File: src/hw/rtl/gtc_pkg.sv
// Shared types and constants for the GOP timecode rewriter.
package gtc_pkg;

  localparam int BYTE_W  = 8;
  localparam int FNUM_W  = 31;
  localparam int RATE_W  = 16;
  localparam int DIV_W   = 40;
  localparam int DIV_CW  = $clog2(DIV_W + 1);
  localparam int HOLD_N  = 4;
  localparam int HOLD_IW = $clog2(HOLD_N);

  localparam int D60_STEPS  = DIV_W / BYTE_W;
  localparam int D60_CW     = $clog2(D60_STEPS + 1);
  localparam int RECIP60_SH = 20;

  localparam logic [31:0] GOP_START_CODE = 32'h0000_01B8;
  localparam logic [5:0]  SIXTY          = 6'd60;
  localparam logic [14:0] RECIP60        = 15'd17477;

  typedef enum logic [2:0] {
    ST_PASS,
    ST_DIV_RATE,
    ST_DIV_SEC,
    ST_DIV_MIN,
    ST_HOLD,
    ST_EMIT
  } gtc_state_t;

  typedef enum logic [1:0] {
    DIV_RATE,
    DIV_SEC,
    DIV_MIN
  } gtc_div_sel_t;

  typedef struct packed {
    logic         pass;
    logic         hold;
    logic         emit;
    logic         div_start;
    gtc_div_sel_t div_sel;
  } gtc_cmd_t;

  typedef struct packed {
    logic out_free;
    logic gop_hit;
    logic div_done;
    logic div_busy;
    logic hold_final;
    logic emit_final;
  } gtc_stat_t;

endpackage

File: src/hw/rtl/gtc_div.sv
// Restoring divider, one quotient bit per cycle.
module gtc_div (
  input  logic                        clk,
  input  logic                        rst_n,
  input  logic                        start,
  input  logic [gtc_pkg::DIV_W-1:0]   dividend,
  input  logic [gtc_pkg::RATE_W-1:0]  divisor,
  output logic                        busy,
  output logic                        done,
  output logic [gtc_pkg::DIV_W-1:0]   quot,
  output logic [gtc_pkg::RATE_W-1:0]  rem
);
  import gtc_pkg::*;

  logic                busy_r, busy_nxt;
  logic                done_r, done_nxt;
  logic [DIV_CW-1:0]   cnt_r, cnt_nxt;
  logic [DIV_W-1:0]    quot_r, quot_nxt;
  logic [RATE_W-1:0]   rem_r, rem_nxt;
  logic [RATE_W-1:0]   dsr_r, dsr_nxt;
  logic [RATE_W:0]     rem_sh;
  logic [RATE_W:0]     diff;
  logic                ge;

  assign rem_sh = {rem_r, quot_r[DIV_W-1]};
  assign ge     = (rem_sh >= {1'b0, dsr_r});
  assign diff   = rem_sh - {1'b0, dsr_r};

  always_comb begin
    busy_nxt = busy_r;
    done_nxt = 1'b0;
    cnt_nxt  = cnt_r;
    quot_nxt = quot_r;
    rem_nxt  = rem_r;
    dsr_nxt  = dsr_r;
    if (start) begin
      busy_nxt = 1'b1;
      cnt_nxt  = DIV_CW'(DIV_W);
      quot_nxt = dividend;
      rem_nxt  = '0;
      dsr_nxt  = divisor;
    end else if (busy_r) begin
      quot_nxt = {quot_r[DIV_W-2:0], ge};
      rem_nxt  = ge ? diff[RATE_W-1:0] : rem_sh[RATE_W-1:0];
      cnt_nxt  = cnt_r - 1'b1;
      if (cnt_r == DIV_CW'(1)) begin
        busy_nxt = 1'b0;
        done_nxt = 1'b1;
      end
    end
  end

  always_ff @(posedge clk) begin
    if (!rst_n) begin
      busy_r <= 1'b0;
      done_r <= 1'b0;
      cnt_r  <= '0;
    end else begin
      busy_r <= busy_nxt;
      done_r <= done_nxt;
      cnt_r  <= cnt_nxt;
    end
    quot_r <= quot_nxt;
    rem_r  <= rem_nxt;
    dsr_r  <= dsr_nxt;
  end

  assign busy = busy_r;
  assign done = done_r;
  assign quot = quot_r;
  assign rem  = rem_r;

endmodule

File: src/hw/rtl/gtc_dp.sv
// Datapath: start code scan, timecode arithmetic, held bytes and output register.
module gtc_dp (
  input  logic                        clk,
  input  logic                        rst_n,
  input  gtc_pkg::gtc_cmd_t           cmd,
  output gtc_pkg::gtc_stat_t          stat,
  input  logic [gtc_pkg::BYTE_W-1:0]  in_byte,
  input  logic                        in_last,
  input  logic [gtc_pkg::FNUM_W-1:0]  frame_number,
  input  logic                        cfg_we,
  input  logic [gtc_pkg::RATE_W-1:0]  cfg_rate,
  output logic                        out_valid,
  input  logic                        out_ready,
  output logic [gtc_pkg::BYTE_W-1:0]  out_byte,
  output logic                        out_last
);
  import gtc_pkg::*;

  logic [RATE_W-1:0]   rate_r;
  logic [31:0]         win_r;
  logic                gop_done_r;
  logic [HOLD_IW-1:0]  hold_cnt_r;
  logic [BYTE_W-1:0]   held_r [HOLD_N];
  logic [HOLD_IW-1:0]  emit_cnt_r;
  logic [HOLD_IW-1:0]  emit_idx_r;
  logic                emit_last_r;
  gtc_div_sel_t        sel_r;
  logic [5:0]          tc_fr_r, tc_sc_r, tc_mn_r;
  logic [4:0]          tc_hr_r;
  logic                out_valid_r;
  logic [BYTE_W-1:0]   out_byte_r;
  logic                out_last_r;
  logic                d60_busy_r;
  logic                d60_done_r;
  logic [D60_CW-1:0]   d60_cnt_r;
  logic [DIV_W-1:0]    d60_quot_r;
  logic [5:0]          d60_rem_r;

  logic [31:0]         win_nxt;
  logic [FNUM_W-1:0]   t_val;
  logic [DIV_W-1:0]    div_dividend;
  logic [RATE_W-1:0]   div_divisor;
  logic                rate_start;
  logic                rate_busy, rate_done;
  logic                div_busy, div_done;
  logic [DIV_W-1:0]    div_quot;
  logic [RATE_W-1:0]   div_rem;
  logic                d60_start;
  logic [DIV_W-1:0]    d60_dividend;
  logic [BYTE_W+5:0]   d60_part;
  logic [27:0]         d60_prod;
  logic [BYTE_W-1:0]   d60_digit;
  logic                old_zero;
  logic                patch;

  assign win_nxt = {win_r[23:0], in_byte};
  assign t_val   = frame_number - 1'b1;

  assign div_dividend = {1'b0, t_val, 8'h00};
  assign div_divisor  = (rate_r == '0) ? RATE_W'(1) : rate_r;
  assign rate_start   = cmd.div_start && (cmd.div_sel == DIV_RATE);
  assign d60_start    = cmd.div_start && (cmd.div_sel != DIV_RATE);
  assign d60_dividend = (cmd.div_sel == DIV_SEC) ? div_quot : d60_quot_r;

  gtc_div u_div (
    .clk      (clk),
    .rst_n    (rst_n),
    .start    (rate_start),
    .dividend (div_dividend),
    .divisor  (div_divisor),
    .busy     (rate_busy),
    .done     (rate_done),
    .quot     (div_quot),
    .rem      (div_rem)
  );

  // Division by sixty, one quotient byte per cycle by reciprocal multiplication.
  assign d60_part  = {d60_rem_r, d60_quot_r[DIV_W-1 -: BYTE_W]};
  assign d60_prod  = 28'(d60_part) * 28'(RECIP60);
  assign d60_digit = BYTE_W'(d60_prod >> RECIP60_SH);

  assign div_busy = rate_busy || d60_busy_r;
  assign div_done = rate_done || d60_done_r;

  assign old_zero = (held_r[0][6:2] == '0) && ({held_r[0][1:0], held_r[1][7:4]} == '0) &&
                    ({held_r[1][2:0], held_r[2][7:5]} == '0) &&
                    ({held_r[2][4:0], in_byte[7]} == '0);
  assign patch = (hold_cnt_r == HOLD_IW'(HOLD_N - 1)) && !old_zero;

  assign stat.out_free   = !out_valid_r || out_ready;
  assign stat.gop_hit    = !gop_done_r && !in_last && (win_nxt == GOP_START_CODE);
  assign stat.div_done   = div_done;
  assign stat.div_busy   = div_busy;
  assign stat.hold_final = in_last || (hold_cnt_r == HOLD_IW'(HOLD_N - 1));
  assign stat.emit_final = (emit_idx_r == emit_cnt_r);

  always_ff @(posedge clk) begin
    if (!rst_n) begin
      rate_r      <= 16'd6400;
      win_r       <= '0;
      gop_done_r  <= 1'b0;
      hold_cnt_r  <= '0;
      emit_cnt_r  <= '0;
      emit_idx_r  <= '0;
      emit_last_r <= 1'b0;
      sel_r       <= DIV_RATE;
      out_valid_r <= 1'b0;
      d60_busy_r  <= 1'b0;
      d60_done_r  <= 1'b0;
      d60_cnt_r   <= '0;
    end else begin
      if (cfg_we) begin
        rate_r <= cfg_rate;
      end
      if (cmd.div_start) begin
        sel_r <= cmd.div_sel;
      end
      d60_done_r <= d60_busy_r && !d60_start && (d60_cnt_r == D60_CW'(1));
      if (d60_start) begin
        d60_busy_r <= 1'b1;
        d60_cnt_r  <= D60_CW'(D60_STEPS);
      end else if (d60_busy_r) begin
        d60_cnt_r <= d60_cnt_r - 1'b1;
        if (d60_cnt_r == D60_CW'(1)) begin
          d60_busy_r <= 1'b0;
        end
      end
      if (cmd.pass) begin
        if (in_last) begin
          win_r      <= '0;
          gop_done_r <= 1'b0;
        end else if (!gop_done_r) begin
          win_r <= win_nxt;
          if (stat.gop_hit) begin
            gop_done_r <= 1'b1;
          end
        end
        hold_cnt_r <= '0;
      end
      if (cmd.hold) begin
        if (stat.hold_final) begin
          emit_cnt_r  <= hold_cnt_r;
          emit_idx_r  <= '0;
          emit_last_r <= in_last;
          hold_cnt_r  <= '0;
        end else begin
          hold_cnt_r <= hold_cnt_r + 1'b1;
        end
        if (in_last) begin
          win_r      <= '0;
          gop_done_r <= 1'b0;
        end
      end
      if (cmd.emit) begin
        emit_idx_r <= emit_idx_r + 1'b1;
      end
      if (cmd.pass || cmd.emit) begin
        out_valid_r <= 1'b1;
      end else if (out_ready) begin
        out_valid_r <= 1'b0;
      end
    end
  end

  always_ff @(posedge clk) begin
    if (d60_start) begin
      d60_quot_r <= d60_dividend;
      d60_rem_r  <= '0;
    end else if (d60_busy_r) begin
      d60_quot_r <= {d60_quot_r[DIV_W-BYTE_W-1:0], d60_digit};
      d60_rem_r  <= d60_part[5:0] - 6'(d60_digit * SIXTY);
    end
    if (rate_done) begin
      tc_fr_r <= div_rem[13:8];
    end
    if (d60_done_r) begin
      unique case (sel_r)
        DIV_SEC: tc_sc_r <= d60_rem_r;
        DIV_MIN: begin
          tc_mn_r <= d60_rem_r;
          tc_hr_r <= d60_quot_r[4:0];
        end
        default: ;
      endcase
    end
    if (cmd.hold) begin
      if (patch) begin
        held_r[0] <= {held_r[0][7], tc_hr_r, tc_mn_r[5:4]};
        held_r[1] <= {tc_mn_r[3:0], held_r[1][3], tc_sc_r[5:3]};
        held_r[2] <= {tc_sc_r[2:0], tc_fr_r[5:1]};
        held_r[3] <= {tc_fr_r[0], in_byte[6:0]};
      end else begin
        held_r[hold_cnt_r] <= in_byte;
      end
    end
    if (cmd.pass) begin
      out_byte_r <= in_byte;
      out_last_r <= in_last;
    end else if (cmd.emit) begin
      out_byte_r <= held_r[emit_idx_r];
      out_last_r <= stat.emit_final && emit_last_r;
    end
  end

  assign out_valid = out_valid_r;
  assign out_byte  = out_byte_r;
  assign out_last  = out_last_r;

  a_emit_into_free: assert property (@(posedge clk) disable iff (!rst_n)
    (cmd.emit || cmd.pass) |-> stat.out_free)
    else $error("output register loaded while a beat is still waiting");

  a_gop_marked: assert property (@(posedge clk) disable iff (!rst_n)
    (cmd.pass && stat.gop_hit) |=> gop_done_r)
    else $error("start code found but not recorded");

  a_start_idle: assert property (@(posedge clk) disable iff (!rst_n)
    cmd.div_start |-> !div_busy)
    else $error("divider started while busy");

  a_hold_clear: assert property (@(posedge clk) disable iff (!rst_n)
    (cmd.hold && stat.hold_final) |=> (hold_cnt_r == '0) && (emit_idx_r == '0))
    else $error("hold count not cleared after the last timecode beat");

  a_sixty_rem: assert property (@(posedge clk) disable iff (!rst_n)
    d60_done_r |-> (d60_rem_r < SIXTY))
    else $error("remainder of the division by sixty out of range");

endmodule

File: src/hw/rtl/gtc_ctrl.sv
// Controller state machine sequencing scan, division, hold and emit phases.
module gtc_ctrl (
  input  logic                clk,
  input  logic                rst_n,
  input  logic                in_valid,
  output logic                in_ready,
  input  gtc_pkg::gtc_stat_t  stat,
  output gtc_pkg::gtc_cmd_t   cmd
);
  import gtc_pkg::*;

  gtc_state_t state_r, state_nxt;

  always_ff @(posedge clk) begin
    if (!rst_n) begin
      state_r <= ST_PASS;
    end else begin
      state_r <= state_nxt;
    end
  end

  always_comb begin
    state_nxt     = state_r;
    in_ready      = 1'b0;
    cmd.pass      = 1'b0;
    cmd.hold      = 1'b0;
    cmd.emit      = 1'b0;
    cmd.div_start = 1'b0;
    cmd.div_sel   = DIV_RATE;
    unique case (state_r)
      ST_PASS: begin
        in_ready = stat.out_free;
        if (in_valid && stat.out_free) begin
          cmd.pass = 1'b1;
          if (stat.gop_hit) begin
            cmd.div_start = 1'b1;
            cmd.div_sel   = DIV_RATE;
            state_nxt     = ST_DIV_RATE;
          end
        end
      end
      ST_DIV_RATE: begin
        if (stat.div_done) begin
          cmd.div_start = 1'b1;
          cmd.div_sel   = DIV_SEC;
          state_nxt     = ST_DIV_SEC;
        end
      end
      ST_DIV_SEC: begin
        cmd.div_sel = DIV_MIN;
        if (stat.div_done) begin
          cmd.div_start = 1'b1;
          state_nxt     = ST_DIV_MIN;
        end
      end
      ST_DIV_MIN: begin
        if (stat.div_done) begin
          state_nxt = ST_HOLD;
        end
      end
      ST_HOLD: begin
        in_ready = 1'b1;
        if (in_valid) begin
          cmd.hold = 1'b1;
          if (stat.hold_final) begin
            state_nxt = ST_EMIT;
          end
        end
      end
      ST_EMIT: begin
        if (stat.out_free) begin
          cmd.emit = 1'b1;
          if (stat.emit_final) begin
            state_nxt = ST_PASS;
          end
        end
      end
      default: state_nxt = ST_PASS;
    endcase
  end

endmodule

File: src/hw/rtl/mpeg_gop_timecode_rewrite.sv
// Top level of the MPEG GOP header timecode rewriter.
//
//  Channel  Direction  Beat contents
//  in_      slave      in_tdata: in_byte[7:0], frame_number[38:8]; in_tlast
//  out_     master     out_tdata: out_byte[7:0]; out_tlast
//  cfg_     slave      cfg_data: frame_rate_q8[15:0]
//
// A byte outside the timecode passes through the output register whenever it is free.
// A start code stalls the input through the rate division and both divisions by sixty.
// Up to four timecode beats are held, then leave one by one through the output register.
// Reset is synchronous; the rate returns to 25 frames per second.
// Output stalls hold the input back through the single output register.
module mpeg_gop_timecode_rewrite (
  input  logic        clk,
  input  logic        rst_n,
  input  logic        in_tvalid,
  output logic        in_tready,
  input  logic [39:0] in_tdata,   // in_byte[7:0], frame_number[38:8], zero[39]
  input  logic        in_tlast,
  output logic        out_tvalid,
  input  logic        out_tready,
  output logic [7:0]  out_tdata,  // out_byte[7:0]
  output logic        out_tlast,
  input  logic        cfg_valid,
  output logic        cfg_ready,
  input  logic [15:0] cfg_data
);
  import gtc_pkg::*;

  gtc_cmd_t  cmd;
  gtc_stat_t stat;

  assign cfg_ready = 1'b1;

  gtc_ctrl u_ctrl (
    .clk      (clk),
    .rst_n    (rst_n),
    .in_valid (in_tvalid),
    .in_ready (in_tready),
    .stat     (stat),
    .cmd      (cmd)
  );

  gtc_dp u_dp (
    .clk          (clk),
    .rst_n        (rst_n),
    .cmd          (cmd),
    .stat         (stat),
    .in_byte      (in_tdata[7:0]),
    .in_last      (in_tlast),
    .frame_number (in_tdata[38:8]),
    .cfg_we       (cfg_valid),
    .cfg_rate     (cfg_data),
    .out_valid    (out_tvalid),
    .out_ready    (out_tready),
    .out_byte     (out_tdata),
    .out_last     (out_tlast)
  );

endmodule

File: config.mk
export PLATFORM = sky130hd
export DESIGN_NAME = mpeg_gop_timecode_rewrite
export DESIGN_NICKNAME = d
export VERILOG_FILES = /design/src/hw/rtl/gtc_pkg.sv /design/src/hw/rtl/gtc_div.sv /design/src/hw/rtl/gtc_dp.sv /design/src/hw/rtl/gtc_ctrl.sv /design/src/hw/rtl/mpeg_gop_timecode_rewrite.sv
export SDC_FILE = /design/constraint.sdc
export NUM_CORES = 1
export LEC_CHECK = 0
export BUFFER_PORTS_ARGS = -buffer_cell sky130_fd_sc_hd__buf_4
export CORE_MARGIN = 3
export CORE_UTILIZATION = 48
export DETAILED_ROUTE_END_ITERATION = 7
export GPL_TIMING_DRIVEN = 0
export MAX_ROUTING_LAYER = met4
export PLACE_DENSITY = 0.64
export REMOVE_ABC_BUFFERS = 1
export SETUP_SLACK_MARGIN = 0.4
export SLEW_MARGIN = 0
export SYNTH_ARGS = -nofsm -noshare
export SYNTH_HDL_FRONTEND = slang
export SYNTH_SLANG_ARGS = --single-unit
File: constraint.sdc
create_clock -name clk -period 6 [get_ports clk]
set_input_delay 1.8 -clock clk [delete_from_list [all_inputs] [get_ports clk]]
set_output_delay 1.8 -clock clk [all_outputs]
set_load 0.05 [all_outputs]
# Word-level counts from Yosys, hierarchy flattened
# Memories as Yosys holds them, arrays and structs flattened. A register that Yosys moved wholly into a read port is not among the register bits.
# Cells that the tools add are included.
# W data, S select, Z words.
word_totals:
  wordCells: 185
  input_bits: 62
  register_bits: 225
  n_memories: 1
  ram_bits: 32
  output_inout_bits: 12
mem_list:
  columns: ["memory", "words", "word_bits", "read_ports", "rd_ports_with_merged_regs", "write_ports", "line_no", "rtl"]
  rows:
  - ["u_dp.held_r", 4, 8, 4, 1, 4, "gtc_dp.sv:23", "logic [BYTE_W-1:0] held_r [HOLD_N];"]
classes:
  n_mux: 73
  mul: 2
  eq_ne: 23
  n_reduce_logical: 46
  bitwise: 2
  n_addsub: 7
  order_cmp: 1
ops:
  columns: ["cell", "n"]
  rows:
  - ["$mux W32", 5]
  - ["$mux W40", 3]
  - ["$mux W39", 2]
  - ["$mux W3", 14]
  - ["$eq A32 B9 Y1 const B", 1]
  - ["$mux W1", 31]
  - ["$sub A31 B1 Y31 const B", 1]
  - ["$mul A14 B15 Y28 const B", 1]
  - ["$mux W8", 3]
  - ["$logic_not A6 Y1", 3]
  - ["$mux W2", 9]
  - ["$pmux W3 S6", 1]
  - ["$ge A17 B16 Y1", 1]
  - ["$logic_not A16 Y1", 1]
  - ["$mux W16", 1]
  - ["$reduce_bool A2 Y1", 8]
  - ["$sub A16 B16 Y16", 1]
  - ["$logic_and A1 B1 Y1", 12]
  - ["$mux W6", 2]
  - ["$ne A2 B1 Y1 const B", 6]
  - ["$reduce_and A2 Y1", 5]
  - ["$pmux W3 S3", 1]
  - ["$reduce_and A9 Y1", 1]
  - ["$mul A8 B4 Y4 const B", 1]
  - ["other kinds (22)", 40]

# Depth between registers and ports, before layout
# Gate-level depths: netlist of run 1.
# An unclocked memory read counts as a cell.
depth:
  word_depth: 12
  depth_mapped: 24
  depth_no_buf: 24

# By module
# From an unflattened synthesis of run 1, not the netlist that was laid out.
hier_totals:
  hier_cells: 1310
  area_unflattened_um2: 14111.0
by_module_without_submodules:
  columns: ["mod", "area_each_um2", "seq_area_each_um2", "cells_per_inst", "instances"]
  rows:
  - ["gtc_dp", 9694.3, 4404.2, 919, 1]
  - ["gtc_div", 4108.9, 2162.1, 352, 1]
  - ["gtc_ctrl", 296.5, 60.1, 37, 1]
  - ["mpeg_gop_timecode_rewrite", 11.3, 0.0, 2, 1]

# Worst setup path after synthesis of run 1
# OpenSTA, ideal clock, no wires.
synth_timing:
  path_type: "register to register"
  startpoint: "register u_dp.d60_rem_r[3]"
  endpoint: "register u_dp.d60_rem_r[5]"
  t_arrival_ps: 5473
  setup_ps: 86
  stages_incl_launch_ff: 22
  path_slack_ps: 441
  path_cell_list: "dfxtp_1 ha_1 fa_1 fa_1 fa_1 fa_1 ha_1 a211oi_1 o21ai_0 a31oi_1 o31ai_1 a21oi_1 xnor2_1 xnor2_1 ha_1 ha_1 inv_1 ha_1 a21oi_1 xnor2_1 xnor2_1 a211oi_1"
synth_via:
  elab_chain_len: 3
synth_rtl:
  columns: ["element", "line_no", "rtl"]
  rows:
  - ["start: declaration", "gtc_dp.sv:37", "logic [5:0] d60_rem_r;"]
  - ["start signal: assignment", "gtc_dp.sv:171", "d60_rem_r <= d60_part[5:0] - 6'(d60_digit * SIXTY);"]
  - ["$mul A14 B15 Y28", "gtc_dp.sv:79", "assign d60_prod = 28'(d60_part) * 28'(RECIP60);"]
  - ["$mul A8 B4 Y4", "gtc_dp.sv:171", null]
  - ["$sub A6 B6 Y6", "gtc_dp.sv:171", null]
# Every way passes these cells.
# A chain may end at the register's enable or synchronous reset.

# Final worst setup path of run 1
layout_timing:
  startpoint: "register u_dp.d60_rem_r[5]"
  endpoint: "register u_dp.d60_rem_r[5]"
# The elaborated chain is that of the path after synthesis.

==> results of run 1 <==
-- final cells by class --
class	instances	area [µm²]
clock buffers	33	739.5
clock inverters	16	145.1
fillers	2394	12100
inverters	86	322.8
multi-input cells	922	7116
flip-flops and latches	251	6558
well taps	378	473.0
repair buffers	95	785.8
-- through the flow --
stage	instances	hold slack (ns)
final	1781	0.4540
after global routing	1781	0.4796
after floorplan	1259	0.4222
after global placement	1708	0.4417
after CTS	1774	0.4569
after detailed placement	1715	0.4436
-- critical path: stages (launching register included) --
cell and delay, ns:
dfxtp_4 0.41, ha_4 0.22, fa_1 0.53, fa_1 0.45, fa_2 0.41, fa_1 0.49
ha_4 0.31, and4_1 0.25, nand2_1 0.08, o2bb2ai_2 0.17, o21ai_1 0.10, nand2b_1 0.18
xnor2_4 0.13, xnor2_2 0.16, ha_1 0.34, ha_4 0.29, inv_2 0.05, ha_4 0.25
a21oi_4 0.14, xnor2_2 0.14, xnor2_1 0.09, a211oi_1 0.22
-- cells in the mapped netlist, types with 4 or more instances --
cell type / instances
and3_1: 4
nand4_1: 9
o21ai_1: 16
edfxtp_1: 151
or3_1: 7
a21oi_1: 82
o21a_1: 8
nor2_1: 90
a31oi_1: 6
a21o_1: 5
nand3_1: 43
nor4b_1: 4
inv_1: 85
nand2b_1: 6
or4_1: 6
buf_1: 5
and2_1: 4
nand2_1: 144
mux4_2: 8
nor2b_1: 5
xnor2_1: 32
o21ai_0: 60
mux2_2: 53
a211oi_1: 13
o31ai_1: 7
dfxtp_1: 100
buf_2: 9
clkbuf_1: 55
ha_1: 111
nor4_1: 25
fa_1: 22
nor3_1: 18
mux2i_1: 34
xor2_1: 28
-- worst min path at each step --
stage | startpoint | to | slack (ns)
2_1_floorplan | u_dp.d60_quot_r[0] | u_dp.tc_hr_r[0] | 0.42
3_3_place_gp | u_dp.win_r[21] | u_dp.win_r[21] | 0.44
3_5_place_dp | u_dp.rate_r[4] | u_dp.u_div.dsr_r[4] | 0.44
4_1_cts | u_dp.win_r[21] | u_dp.win_r[21] | 0.46
5_1_grt | u_dp.win_r[17] | u_dp.win_r[17] | 0.48
6_report | u_dp.win_r[21] | u_dp.win_r[21] | 0.45
-- what timing repair did --
action                                  in CTS  in global routing
gates resized for setup                     30                 20
endpoints found under the setup margin       2                  2
endpoints found under the hold margin        0                  0
pin swaps                                   14                 23
gates cloned                                 0                  0
setup buffers                               10                  7
-- metal layers --
layer,global-route usage,part of all wire
met5,-,0
met4,0.04714,0.021
met3,0.02488,0.046
met2,0.3266,0.46
met1,0.2918,0.48
-- power breakdown --
part / switching [mW] / internal (mW) / total, mW
clock: 0.696 / 0.933 / 1.63
combinational: 2.69 / 2.67 / 5.36
sequential: 0.0733 / 1.93 / 2.00
-- sequential cells by signal, indices dropped and copies added (netlist names), 3 cells and up, named ones only --
name and flops:
u_dp.u_div.dsr_r 16, u_dp.tc_fr_r 6, u_dp.d60_quot_r 40, u_dp.rate_r 16, u_dp.held_r 32, u_dp.d60_rem_r 6, u_dp.u_div.quot 40, u_dp.d60_cnt_r 3
u_ctrl.state_r 3, u_dp.u_div.rem 16, u_dp.tc_sc_r 6, u_dp.u_div.cnt_r 6, u_dp.tc_mn_r 6, u_dp.tc_hr_r 5, u_dp.win_r 24, u_dp.out_byte 8
-- kinds of logic (layout without fill, tap and decap cells) --
logic type | count (synthesis) | after routing
AND/OR/NAND/NOR | 394 | 394
flip-flops | 251 | 251
AO/OA/AOI/OAI | 236 | 236
buffers and inverters | 158 | 230
adder cells (fa/ha/maj) | 133 | 133
multiplexers | 98 | 98
XOR/XNOR | 60 | 60
other | 1 | 1
==> metrics.txt, run 1 <==
gpl congestion=around 0.86; outcome=finished clean; Hold Vio Cnt, Final=0; Max-slew headroom=0.2599; final setup fails=0; Syn Area/Cell=10.52 µm²; Max Root-Sink Buffers=3; hold path depth=2; initial antenna violation count=0; Final Cell Area=roughly 16,000 µm²; Final HPWL DP=22,620 µm; Layout Skew=approximately 0.011 ns; CTS tree=built; Nets=roughly 1,600; Synth top area share=0.3239; commonest non-fill, non-tap cell in the layout=edfxtp_1; Crit Path Max Fanout=6; CTS Buf Count=27; final wirelength=31,540 µm; Leak Pwr=6.233 nW; RR Endpoint=u_dp.d60_rem_r[5]; global-route wire length before repair=50,900 µm; # DRC=0; CP Class=reg -> reg; register area share after synthesis=0.4670; R2R depth=21; mux cell area share after synthesis=0.08224; initial core utilization=0.4957; final core utilization=0.5715; startpoint types=flip-flop; fin crit period=roughly 5.5 ns; Area Growth Syn to Fin=15.30%; vias in the first global route=~9,700; Crit. End Element=flip-flop; Sink Count=roughly 250; setup_tns=0 ns; Compound-Gate Fraction of Synth Area=0.1015; RSZ-0062 raised after global routing=true; largest family of logic cells by synthesized area=simple AND/OR/NAND/NOR gates; Synth Instances=1,331; Netlist cell types=around 80; Antenna Cells=0; Post-synth EDFFs=approximately 150; worst setup path end=u_dp.d60_rem_r[5]; drt pass-1 iters=5; Yosys top cell by area=edfxtp_1; dominant cells by area after synthesis=edfxtp_1 32%, dfxtp_1 14%, ha_1 9.9%; Post-Syn Area=14,000 µm²; Ys Warns=0; Worst EP required=approximately 6.4 ns; 1st-iter DRT viols=660; Core ar.=roughly 28,000 µm²; die height=approximately 180 µm; gr usage total=0.2078; later-pin clock latency in the skew report=0.53 ns; reg2reg start=u_dp.d60_rem_r[5]; total power=8.990 mW; worst min path class=reg -> reg; vias post-DR=9,943; layout cells sized above 1=0.1903; mean routed wirelength per cell=roughly 18 µm; #FFs+latches synth=251; htree depth=1; DIE WIDTH=176.8 µm; Synth Area in Simple Gates=0.1367; via-per-instance ratio=around 5.6; clk slew on worst S/H paths=about 0.07 ns; most frequent cells in the layout=151 x edfxtp_1, 142 x nand2_1, 100 x ha_1; port bufs=71; Post-DP Area=about 15,000 µm²; die area=31,250 µm²; post-route clock period utilization=0.9164; Place WS=-0.2924 ns; hold_buf cts=0; DRT antenna net count=0; fin. max-slew vios=0; fmax=between 0.15 and 0.2 GHz; # IOs=74; Primary FF master, synth=edfxtp_1; largest net degree at the start of global routing=56; Post-synth ARST share=0; Worst Setup SP=u_dp.d60_rem_r[5]; PnR worst setup slack=approximately 0.50 ns; total global routing overflow=0; Post-Synth Adder-Cell Area=0.1307; Worst Max-Slew Pin Slew=~1.1 ns; reg-to-reg setup timing slack=~0.50 ns; MaxCap Viol Count=0; pwr/cell area=~560 nW/µm²; row count=61; CTS root buffer=clkbuf_16; maximum VDD drop=between 1 and 1.5 mV; Critical Path AT=just under 6 ns; Synth Area in XOR/XNOR=0.03754
Power figures use the tool's default switching activity.
==> run 2, diff against run 1 <==
--- a/config.mk
+++ b/config.mk
@@ -7,11 +7,11 @@
 export LEC_CHECK = 0
 export BUFFER_PORTS_ARGS = -buffer_cell sky130_fd_sc_hd__buf_4
 export CORE_MARGIN = 3
-export CORE_UTILIZATION = 48
+export CORE_UTILIZATION = 24
 export DETAILED_ROUTE_END_ITERATION = 7
 export GPL_TIMING_DRIVEN = 0
 export MAX_ROUTING_LAYER = met4
-export PLACE_DENSITY = 0.64
+export PLACE_DENSITY = 0.37
 export REMOVE_ABC_BUFFERS = 1
 export SETUP_SLACK_MARGIN = 0.4
 export SLEW_MARGIN = 0
==> metrics.txt, run 2 (synthesis results as in run 1) <==
Core ar.=~57,000 µm²; DIE WIDTH=~250 µm; Crit. End Element=flip-flop; gr usage total=0.1273; Antenna Cells=0; Critical Path AT=roughly 6 ns; Worst Max-Slew Pin Slew=1.165 ns; Max-slew headroom=0.2183; pwr/cell area=between 500 and 600 nW/µm²; DP Cell Count=~2,100; Final HPWL DP=between 20,000 and 30,000 µm; WP buf/inv=14; Max Root-Sink Buffers=3; Crit Path Max Fanout=7; 1st-iter DRT viols=461; global-route wire length before repair=roughly 60,000 µm; # IOs=74; Layout Skew=0.01405 ns; Area Growth Syn to Fin=20.26%; Hold WS=0.4572 ns; CTS Buf Count=30; htree depth=1; clk slew on worst S/H paths=about 0.06 ns; drt pass-1 iters=4; Final Cell Area=16,830 µm²; layout cells sized above 1=0.2022; CTS tree=built; fin. max-slew vios=0; most frequent CP cell=buf_4; Nets=roughly 1,600; fmax=approximately 0.18 GHz; initial core utilization=0.2454; worst min path class=reg -> reg; largest net degree at the start of global routing=73; Leak Pwr=6.355 nW; CTS root buffer=clkbuf_16; final wirelength=~38,000 µm; CP Class=reg -> reg; CP top delay family=adder cells; port bufs=71; post-route clock period utilization=0.9111; mean routed wirelength per cell=between 15 and 20 µm; hold_sp=u_dp.win_r[18]; Worst Setup SP=u_dp.d60_rem_r[2]; fillers=between 5,000 and 6,000; vias post-DR=roughly 9,900; die area=between 60,000 and 70,000 µm²; total global routing overflow=0; DRT antenna net count=0; RSZ-0062 raised after global routing=true; vias in the first global route=about 10,000; CP max stage cell=fa_1; row count=87; reg2reg start=u_dp.d60_rem_r[2]; gpl congestion=roughly 0.76; die height=between 200 and 250 µm; initial antenna violation count=0; Sink Count=between 200 and 300; MaxCap Viol Count=0; via-per-instance ratio=roughly 4.5; commonest non-fill, non-tap cell in the layout=edfxtp_1; Post-DP Area=roughly 15,000 µm²; Hold Vio Cnt, Final=0; final non-filler cell total=2,180; # DRC=0; CP max stage delay=about 0.51 ns; maximum VDD drop=between 1 and 1.5 mV; startpoint types=flip-flop; hold_buf cts=0; final setup fails=0; fin crit period=between 5 and 6 ns; outcome=finished clean; most frequent cells in the layout=151 x edfxtp_1, 142 x nand2_1, 102 x buf_4; Worst EP required=between 6 and 7 ns; later-pin clock latency in the skew report=roughly 0.56 ns
==> run 2: cell count changes in the layout (fill, tap and decap cells not counted), sizes merged <==
cell,delta
buf,+15
clkbuf,+8
inv,-2
clkinv,+1
clkinvlp,-1
==> run 2: stage by stage <==
stage	setup TNS (ns)	setup WS, ns	util	power (mW)
final	0	0.5335	0.2951	9.640
after floorplan	0	0.4043	-	5.032
after detailed placement	-0.7307	-0.4039	0.2685	5.928
after global placement	-152.31	-2.797	0.2662	5.905
after global routing	0	0.3615	0.2951	10.35
after CTS	0	0.4074	0.2914	9.046
==> run 2: routing by layer <==
metal / routed length (µm) / GRT usage / share of wire / up-vias
met4: 814 / 0.03158 / 0.021 / 0
met3: 1348 / 0.01815 / 0.035 / 52
met1: 18460 / 0.1693 / 0.48 / 4792
met5: 0 / - / 0 / -
met2: 17780 / 0.2046 / 0.46 / 113
li1: - / - / - / 4942
==> run 2: final timing paths <==
check / to / slack, ns / depth (start not counted)
worst max-delay path: u_dp.d60_quot_r[2] / 0.53 / 26
worst min-delay path: u_dp.win_r[18] / 0.46 / 2
worst max register to register: u_dp.d60_quot_r[2] / 0.53 / 26
worst min register to register: u_dp.win_r[18] / 0.46 / 2
==> run 2: timing repair <==
item,in CTS,in global routing
gates resized for setup,41,24
setup endpoints to repair,2,3
pin swaps,15,28
buffers inserted,23,10
==> run 2: area by class of cell <==
cell class	count	area, µm²	share of cell area
well taps	756	945.9	0.05619
flip-flops and latches	251	6563	0.3898
inverters	86	322.8	0.01918
repair buffers	110	892.1	0.05300
clock inverters	14	98.84	0.005872
clock buffers	41	833.3	0.04950
multi-input cells	922	7178	0.4264
==> run 2: worst register-to-register path, delay by kind of cell, from the launching register on <==
family                     cells  cell delay (ns)
AOI/OAI and AO/OA              3             0.59
DFF                            1             0.38
adders and majority gates      6             2.32
buffers and inverters         14             1.60
and+or+nand+nor                3             0.40
==> run 2: report_power, final <==
group / switching [mW] / internal [mW]
clock: 0.744 / 1.01
sequential: 0.0767 / 1.93
combinational: 2.87 / 3.01
total: 3.69 / 5.95
==> run 3, diff against run 2 <==
--- a/config.mk
+++ b/config.mk
@@ -7,11 +7,11 @@
 export LEC_CHECK = 0
 export BUFFER_PORTS_ARGS = -buffer_cell sky130_fd_sc_hd__buf_4
 export CORE_MARGIN = 3
-export CORE_UTILIZATION = 24
+export CORE_UTILIZATION = 35
 export DETAILED_ROUTE_END_ITERATION = 7
 export GPL_TIMING_DRIVEN = 0
 export MAX_ROUTING_LAYER = met4
-export PLACE_DENSITY = 0.37
+export PLACE_DENSITY = 0.5
 export REMOVE_ABC_BUFFERS = 1
 export SETUP_SLACK_MARGIN = 0.4
 export SLEW_MARGIN = 0
==> metrics.txt, run 3 (synthesis results as in run 1) <==
CP top delay family=adder cells; commonest non-fill, non-tap cell in the layout=edfxtp_1; gr usage total=0.1609; Critical Path AT=slightly below 6 ns; 1st-iter DRT viols=508; die area=between 40,000 and 50,000 µm²; gpl congestion=around 0.83; Worst EP required=approximately 6.5 ns; hold_buf cts=0; crit path cell chain=ha_2 -> ha_4 -> ha_4 -> fa_2 -> inv_2 -> fa_1 -> inv_2 -> fa_1 -> ha_4 -> a211oi_2 -> o21ai_2 -> a31oi_4 -> o31ai_2 -> a21oi_2 -> xnor2_2 -> xnor2_2 -> ha_1 -> ha_4 -> inv_2 -> ha_4 -> a21oi_4 -> xnor2_2 -> xnor2_1 -> a211oi_1; Worst path depth=24; worst min path class=reg -> reg; most frequent cells in the layout=151 x edfxtp_1, 143 x nand2_1, 99 x ha_1; Final HPWL DP=around 24,000 µm; RSZ-0062 raised after global routing=true; vias in the first global route=9,774; Layout Skew=about 0.016 ns; Crit Path Max Fanout=3; fmax=about 0.18 GHz; die height=roughly 200 µm; largest net degree at the start of global routing=73; CTS root buffer=clkbuf_16; Crit. End Element=flip-flop; DIE WIDTH=roughly 210 µm; Area Growth Syn to Fin=16.59%; drt pass-1 iters=5; CTS tree=built; Worst Setup SP=u_dp.d60_quot_r[37]; htree depth=1; MaxCap Viol Count=0; mean routed wirelength per cell=between 15 and 20 µm; Hold Vio Cnt, Final=0; vias post-DR=roughly 10,000; startpoint types=flip-flop; RR Endpoint=u_dp.d60_rem_r[5]; row count=72; CP max stage delay=0.51 ns; worst setup path end=u_dp.d60_rem_r[5]; fin. max-slew vios=0; total global routing overflow=0; Leak Pwr=roughly 6.2 nW; fin crit period=5.462 ns; Sink Count=~250; DRT antenna net count=0; post-route clock period utilization=0.9103; clk slew on worst S/H paths=about 0.06 ns; initial antenna violation count=0; Worst Max-Slew Pin Slew=approximately 1.1 ns; global-route wire length before repair=~53,000 µm; CP Class=reg -> reg; later-pin clock latency in the skew report=0.54 ns; Max Root-Sink Buffers=3; WP buf/inv=3; R2R depth=24; Nets=approximately 1,600; most frequent CP cell=ha_4; # IOs=74; outcome=finished clean; initial core utilization=0.3580; reg2reg start=u_dp.d60_quot_r[37]; # DRC=0; setup_tns=0 ns; Core ar.=about 39,000 µm²; fillers=~3,800; via-per-instance ratio=just over 5; pwr/cell area=556.0 nW/µm²; maximum VDD drop=0.7257 mV; final setup fails=0; CTS Buf Count=28; layout cells sized above 1=0.1882; port bufs=slightly above 70; reg-to-reg setup timing slack=0.54 ns; Hold WS=approximately 0.46 ns; final wirelength=around 33,000 µm; Antenna Cells=0; DP Cell Count=~1,900; final non-filler cell total=1,921; Max-slew headroom=0.2739; CP max stage cell=edfxtp_1
-- run 3: cell count changes in the layout (fill, tap and decap cells not counted), sizes merged --
cell	change
inv	-1
clkinvlp	-1
buf	-18
clkinv	+6
clkbuf	-7
-- run 3: how the worst min path moves through the flow --
stage	start	to	depth (start not counted)	slack (ns)
after floorplan	u_dp.d60_quot_r[0]	u_dp.tc_hr_r[0]	0	0.42
after global placement	u_dp.win_r[18]	u_dp.win_r[18]	2	0.44
after detailed placement	u_dp.win_r[20]	u_dp.win_r[20]	2	0.45
after CTS	u_dp.win_r[20]	u_dp.win_r[20]	2	0.46
after global routing	u_dp.rate_r[1]	u_dp.u_div.dsr_r[1]	0	0.48
final	u_dp.win_r[18]	u_dp.win_r[18]	2	0.46
-- run 3: repair_timing --
action,4_1_cts,5_1_grt
resized for setup,31,27
setup buffers,12,2
setup endpoints to repair,2,2
hold endpoints to repair,0,0
pin swaps,16,27
-- run 3: tightest hold or removal path, delay by kind of cell, from the launching register on --
family | cells | cell delay [ns]
and+or+nand+nor | 1 | 0.05
AOI/OAI and AO/OA | 1 | 0.05
DFF | 1 | 0.31
-- run 3: metal layers --
metal / track usage / share of wire
met1: 0.2232 / 0.49
met2: 0.2574 / 0.46
met3: 0.01859 / 0.031
met4: 0.03152 / 0.015
met5: - / 0
-- run 3: area by class of cell --
cell class	count	area (µm²)	area share
sequential	251	6560	0.4020
timing repair buffer	92	763.2	0.04677
clock inverter	18	115.1	0.007054
tap	518	648.1	0.03971
inverter	86	322.8	0.01978
clock buffer	34	754.5	0.04623
multi-input combinational	922	7156	0.4385
-- run 3: power breakdown --
part           internal, mW  switching, mW  total, mW
clock                 0.933          0.686       1.62
combinational          2.74           2.71       5.45
sequential             1.93         0.0757       2.00
-- run 3: stage by stage --
stage | cell area (µm²) | utilization | total power, mW | worst slack, ns
CTS | 16150 | 0.4132 | 8.251 | 0.4062
global placement | 14880 | 0.3807 | 5.781 | -2.291
finish | 16320 | 0.4174 | 9.073 | 0.5380
floorplan | 13700 | - | 5.032 | 0.4043
global route | 16320 | 0.4174 | 9.914 | 0.3028
detailed placement | 15040 | 0.3848 | 5.851 | -0.3344
